<file path="config.mk">
export PLATFORM = sky130hd
export DESIGN_NAME = q7ce_cell
export DESIGN_NICKNAME = d
export VERILOG_FILES = /design/src/hw/rtl/q7ce_pkg.sv /design/src/hw/rtl/q7ce_cell.sv
export SDC_FILE = /design/constraint.sdc
export NUM_CORES = 1
export LEC_CHECK = 0
export BUFFER_PORTS_ARGS = -buffer_cell sky130_fd_sc_hd__buf_2
export CAP_MARGIN = 20
export CORE_ASPECT_RATIO = 2
export CORE_UTILIZATION = 40
export DETAILED_ROUTE_END_ITERATION = 8
export HOLD_SLACK_MARGIN = 0.05
export PLACE_DENSITY = 0.7
export SETUP_SLACK_MARGIN = 0.02
export SYNTH_ARGS = -nofsm -noshare
export SYNTH_HDL_FRONTEND = slang
export SYNTH_SLANG_ARGS = --single-unit
export TNS_END_PERCENT = 10
</file>
<file path="constraint.sdc">
create_clock -name clk -period 6.1 [get_ports clk]
set_input_delay 1.22 -clock clk [delete_from_list [all_inputs] [get_ports clk]]
set_output_delay 1.22 -clock clk [all_outputs]
set_load 0.02 [all_outputs]
</file>
<file path="src/hw/rtl/q7ce_pkg.sv">
`timescale 1ns / 1ps

package q7ce_pkg;

  localparam int SAMPLE_W  = 8;
  localparam int PROD_W    = 2 * SAMPLE_W;
  localparam int FRAC_BITS = 7;
  localparam int Q7_MAX    = 127;
  localparam int Q7_MIN    = -128;

  // Request kinds.
  localparam logic REQ_LOAD_A   = 1'b0;
  localparam logic REQ_STREAM_B = 1'b1;

  typedef logic signed [SAMPLE_W-1:0] sample_t;

  typedef struct packed {
    logic    req_type;
    sample_t sample;
    logic    last;
  } req_t;

  typedef struct packed {
    sample_t value;
    logic    clamped;
    logic    taps_dropped;
    logic    final_res;
  } res_t;

  // Controls broadcast to every cell of the row.
  typedef struct packed {
    logic    shift;
    sample_t shift_val;
    sample_t tap_val;
    logic    clear;
  } cell_ctrl_t;

endpackage

</file>
<file path="src/hw/rtl/q7ce_cell.sv">
`timescale 1ns / 1ps

module q7ce_cell #(
  parameter int ACC_W = 21
) (
  input  logic                     clk,
  input  logic                     rst,
  input  q7ce_pkg::cell_ctrl_t     ctrl,
  input  logic                     tap_we,
  input  q7ce_pkg::sample_t        hist_in,
  output q7ce_pkg::sample_t        hist_out,
  input  logic signed [ACC_W-1:0]  psum_in,
  output logic signed [ACC_W-1:0]  psum_out
);
  import q7ce_pkg::*;

  sample_t                   tap;
  sample_t                   hist;
  logic signed [PROD_W-1:0]  prod;
  logic signed [ACC_W-1:0]   psum;

  assign prod     = tap * hist;
  assign hist_out = hist;
  assign psum_out = psum;

  // One coefficient and one history sample live here; clearing empties both.
  always_ff @(posedge clk) begin
    if (rst || ctrl.clear) begin
      tap  <= '0;
      hist <= '0;
    end else begin
      if (tap_we) begin
        tap <= ctrl.tap_val;
      end
      if (ctrl.shift) begin
        hist <= hist_in;
      end
    end
  end

  // The partial sum moves one cell further on every clock.
  always_ff @(posedge clk) begin
    psum <= psum_in + ACC_W'(prod);
  end

endmodule
</file>
## Yosys cells after proc, flatten, opt, wreduce, memory -nomap -nowiden

Cells that the tools add are included.

| storage, ports and cells | value |
|---|---|
| flip-flop bits (word level) | 37 |
| bits of input ports | 50 |
| word-level logic and storage cells | 6 |

| operators by class | value |
|---|---|
| add/subtract/negate cells | 1 |
| reduce and logical (&&, ||, !) cells | 1 |
| multiply operators | 1 |

Operators with widths:

| kind | number |
|---|---|
| adder 21 x 16 -> 21 bit | 1 |
| multiplier 8 x 8 -> 16 bit | 1 |
| logical OR 1 bit | 1 |

## Longest topological paths before layout

| logic depth | value |
|---|---|
| depth after elaboration | 2 |
| mapped depth | 19 |

## Worst setup path after synthesis

OpenSTA, ideal clock, no wires.

| path | value |
|---|---|
| kind | flip-flop to flip-flop |
| from | reg hist[0] (netlist: hist_out[0]) |
| to | reg psum[16] (netlist: psum_out[16]) |
| arrival time | 5,299 ps |
| library setup time | 119 ps |
| path slack | 682 ps |
| buffers on the path | 1 |
| required time | 5,981 ps |
| cell stages (with the launch flop) | 16 |
| cells stage by stage | dfxtp_1 clkbuf_1 and2_1 inv_1 fa_1 inv_1 fa_1 fa_1 fa_1 fa_1 ha_1 and3_1 a221oi_2 nor3_1 o311a_1 xor2_1 |

| on the way | value |
|---|---|
| cells in the longest elaborated chain, start to end | 2 |

RTL lines:

| item | RTL line | text |
|---|---|---|
| start: declaration | q7ce_cell.sv:18 | `sample_t hist;` |
| start signal: assignment | q7ce_cell.sv:36 | `hist <= hist_in;` |
| multiplier 8 x 8 -> 16 bit | q7ce_cell.sv:22 | `assign prod = tap * hist;` |
| adder 21 x 16 -> 21 bit | q7ce_cell.sv:43 | `psum <= psum_in + ACC_W'(prod);` |
| end signal: assignment | q7ce_cell.sv:43 |  |
| end: declaration | q7ce_cell.sv:20 | `logic signed [ACC_W-1:0] psum;` |

Every way passes these cells.
A chain may end at the register's enable or synchronous reset.

## Worst setup path after layout

| path | value |
|---|---|
| from | in psum_in[6] |
| to | reg psum[16] (netlist: psum_out[16]) |

| on the way | value |
|---|---|
| cells in the longest elaborated chain, start to end | 1 |

RTL lines:

| item | RTL line | text |
|---|---|---|
| start: declaration | q7ce_cell.sv:12 | `input logic signed [ACC_W-1:0] psum_in,` |
| adder 21 x 16 -> 21 bit | q7ce_cell.sv:43 |  |

Every way passes these cells.

==> metrics.md <==
| Metric | Value |
|---|---|
| Status | complete, no violations |
| Post-Place Worst Slack | 0.474 ns |
| CP startpoint kind | input port |
| Switching power | 270 uW |
| Max IR drop VDD | 0.131 mV |
| Lkg Pwr | 2.87 nW |
| Final period utilization | 0.873 |
| Routed Antenna Nets | 0 |
| Met2 usage | 0.379 |
| Setup repair after global routing missed its margin | false |
| Critical Setup Path Class | input port to flip-flop |
| GRT overflow | 0 |
| Clock skew | 0.00288 ns |
| Worst-Margin Slew | 0.511 ns |
| Seq pwr share | 0.357 |
| Main area contributors after synthesis | fa_1 39%, dfxtp_1 16%, ha_1 13%, inv_1 7.2%, and2_1 4.2% |
| First-pass GRT wire length | 16,700 um |
| CTS root buf | clkbuf_16 |
| Async SR Flop Fraction | 0 |
| P&R area growth vs syn | 13.5% |
| Share of the yosys chip area belonging to registers | 0.157 |
| TNS Setup | 0 ns |
| Final Hold Fails | 0 |
| Pins Over Slew Limit | 0 |
| Share of layout cells above drive strength 1 | 0.160 |
| Switch share | 0.339 |
| Worst hold path startpoint | hist_out[7] |
| Worst Setup End Kind | flip-flop |
| Register bit total from synthesis | 37 |
| CTS tree | built |
| Register area | 741 sq um |
| Met1 Track Usage GR | 0.154 |
| Total CTS buffers | 5 |
| Antenna cell count | 0 |
| Initial Util | 0.414 |
| Clock-pin slew on the worst setup and hold paths | 0.06 ns |
| Hold Crit Class | flip-flop to flip-flop |
| Fill cell count | 1,133 |
| Clk pwr share | 0.319 |
| Post-synthesis instance area | 4730 sq um |
| Warnings from Yosys | 0 |
| Syn nets | 654 |
| Post-CTS Setup Repair Bufs | 0 |
| H-tree levels | 2 |
| Min-Delay Endpoint | hist_out[7] |
| Final HPWL DP | 8810 um |
| Nets | 720 |
| Drt total wl | 10,100 um |
| Busiest grt layer | met2 |
| IO buf count | 70 |
| Hold buffers post-CTS | 0 |
| Cell accounting for the most synthesized area | fa_1 |
| Reg2Reg Depth | 14 |
| FF-to-FF setup slack | 0.99 ns |
| Crit path DAT | 5.50 ns |
| Syn Area/Cell | 10.2 sq um |
| Via density | 5.00 |
| Largest net degree at the start of global routing | 17 |
| Synth unique cells | 39 |
| Reg-to-reg critical path startpoint | hist_out[2] |
| Antenna violations before repair | 0 |
| Die W | 78.9 um |
| Initial DRT Pass Iterations | 4 |
| Reg2reg end | psum_out[18] |
| Via count | 3,365 |
| Design internal power | 527 uW |
| Worst Setup Slack, final | 0.775 ns |
| Core ar. | 11,400 sq um |
| # DRC | 0 |
| Tot Pwr | 797 uW |
| Post-synth EDFFs | 0 |
| Sink Count | 37 |
| Final min period | 5.32 ns |
| Max_cap viols | 0 |
| Worst slew margin | 0.660 |
| Bufs on Longest Clock Path | 2 |
| # setup viols final | 0 |
| Area of the multi-input gates | 3590 sq um |
| PwrDens | 148 nW/um^2 |
| Die area | 12,300 sq um |
| Post-cts resize count | 0 |
| Grt met3 use | 0.0193 |
| Post-synthesis cell count | 464 |
| Hold Path Depth | 2 |
| Most common cell after layout, fill and taps aside | fa_1 |
| Num rows | 55 |
| Total track usage | 0.180 |
| Vias in the first global route | 3,827 |
| Clk_lat worst skew | 0.28 ns |
| DR WL/cell | 14.9 um |
| Primary FF master, synth | dfxtp_1 |
| Synth top area share | 0.389 |
| CP Max Fanout | 4 |
| Io pins | 79 |
| Die Ht | 156 um |
| Placer Congestion | 0.914 |
| Achievable Freq | 0.188 GHz |
| Commonest non-fill, non-tap cells in the layout | 92 x fa_1, 91 x inv_1, 70 x buf_2 |
| Initial DRC Count | 129 |
| Crit path required time | 6.27 ns |
| Post-Route Utilization | 0.470 |
| Combinational share of power | 0.324 |
-- routing by layer --
layer,vias to the layer above,share of wire
met4,0,0.041
met1,1700,0.30
met2,71,0.63
met5,-,0
met3,30,0.026
li1,1564,-
-- kinds of logic (layout without fill, tap and decap cells) --
logic type / count (synthesis) / count (layout) / share of synthesized area
adders and majority gates: 140 / 140 / 0.516
and+or+nand+nor: 106 / 106 / 0.110
xor gates and xnor gates: 21 / 21 / 0.0389
buffers and inverters: 105 / 172 / 0.0833
muxes: 16 / 16 / 0.0339
DFF: 37 / 37 / 0.157
AOI/OAI and AO/OA: 39 / 39 / 0.0606
-- Yosys cell counts (all sizes together), types with 2 or more instances --
cell type and number:
nor2b 2, nand2b 5, nand3 2, xor2 6
o21bai 4, o21ai 4, a21o 6, dfxtp 37
inv 91, nor3 4, o211ai 2, mux2i 16
o311ai 2, clkbuf 14, and2 32, and3 2
a21oi 8, a211oi 3, fa 92, ha 48
or2 3, a31oi 2, nor2 24, xnor2 15
nand2 30
-- how the worst max path moves through the flow --
stage / slack, ns / cells past startpoint / from / to
finish: 0.78 / 16 / psum_in[6] / psum_out[16]
global route: 0.64 / 16 / psum_in[6] / psum_out[16]
CTS: 0.77 / 16 / psum_in[6] / psum_out[16]
detailed placement: 0.47 / 16 / psum_in[6] / psum_out[16]
global placement: 0.52 / 16 / psum_in[6] / psum_out[16]
floorplan: 0.68 / 15 / hist_out[0] / psum_out[16]
-- power groups by stage --
stage          clock network (mW)  registers, mW  logic (mW)
2_1_floorplan                   0          0.319       0.148
5_1_grt                     0.268          0.288       0.288
6_report                    0.254          0.285       0.258
3_5_place_dp                    0          0.291       0.263
3_3_place_gp                    0          0.291       0.254
4_1_cts                     0.261          0.286       0.265
-- worst max-delay path, stage by stage --
cell	delay, ns
buf_2	0.07
inv_1	0.05
fa_1	0.53
inv_1	0.05
fa_1	0.50
inv_1	0.06
fa_1	0.52
inv_1	0.04
fa_1	0.38
fa_1	0.40
ha_1	0.36
a21o_1	0.22
a221oi_2	0.45
nor3_1	0.13
o311a_1	0.36
xor2_1	0.15
-- flip-flops by register name, indices dropped and copies added, names as in the netlist --
register	count
tap	8
psum_out	21
hist_out	8
-- through the flow --
stage / cell area [sq um] / hold slack [ns] / cells
detailed placement: 5230 / 0.593 / 665
floorplan: 4730 / 0.544 / 464
finish: 5370 / 0.599 / 673
global route: 5370 / 0.660 / 673
global placement: 5230 / 0.583 / 665
CTS: 5370 / 0.601 / 673
-- layout make-up --
cell class                 count  share of cell area
clock buffer                   5              0.0233
inverter                      91              0.0636
multi-input combinational    322               0.669
clock inverter                 3             0.00326
sequential                    37               0.138
timing repair buffer          73              0.0694
tap                          142              0.0331
Power figures use the tool's default switching activity.
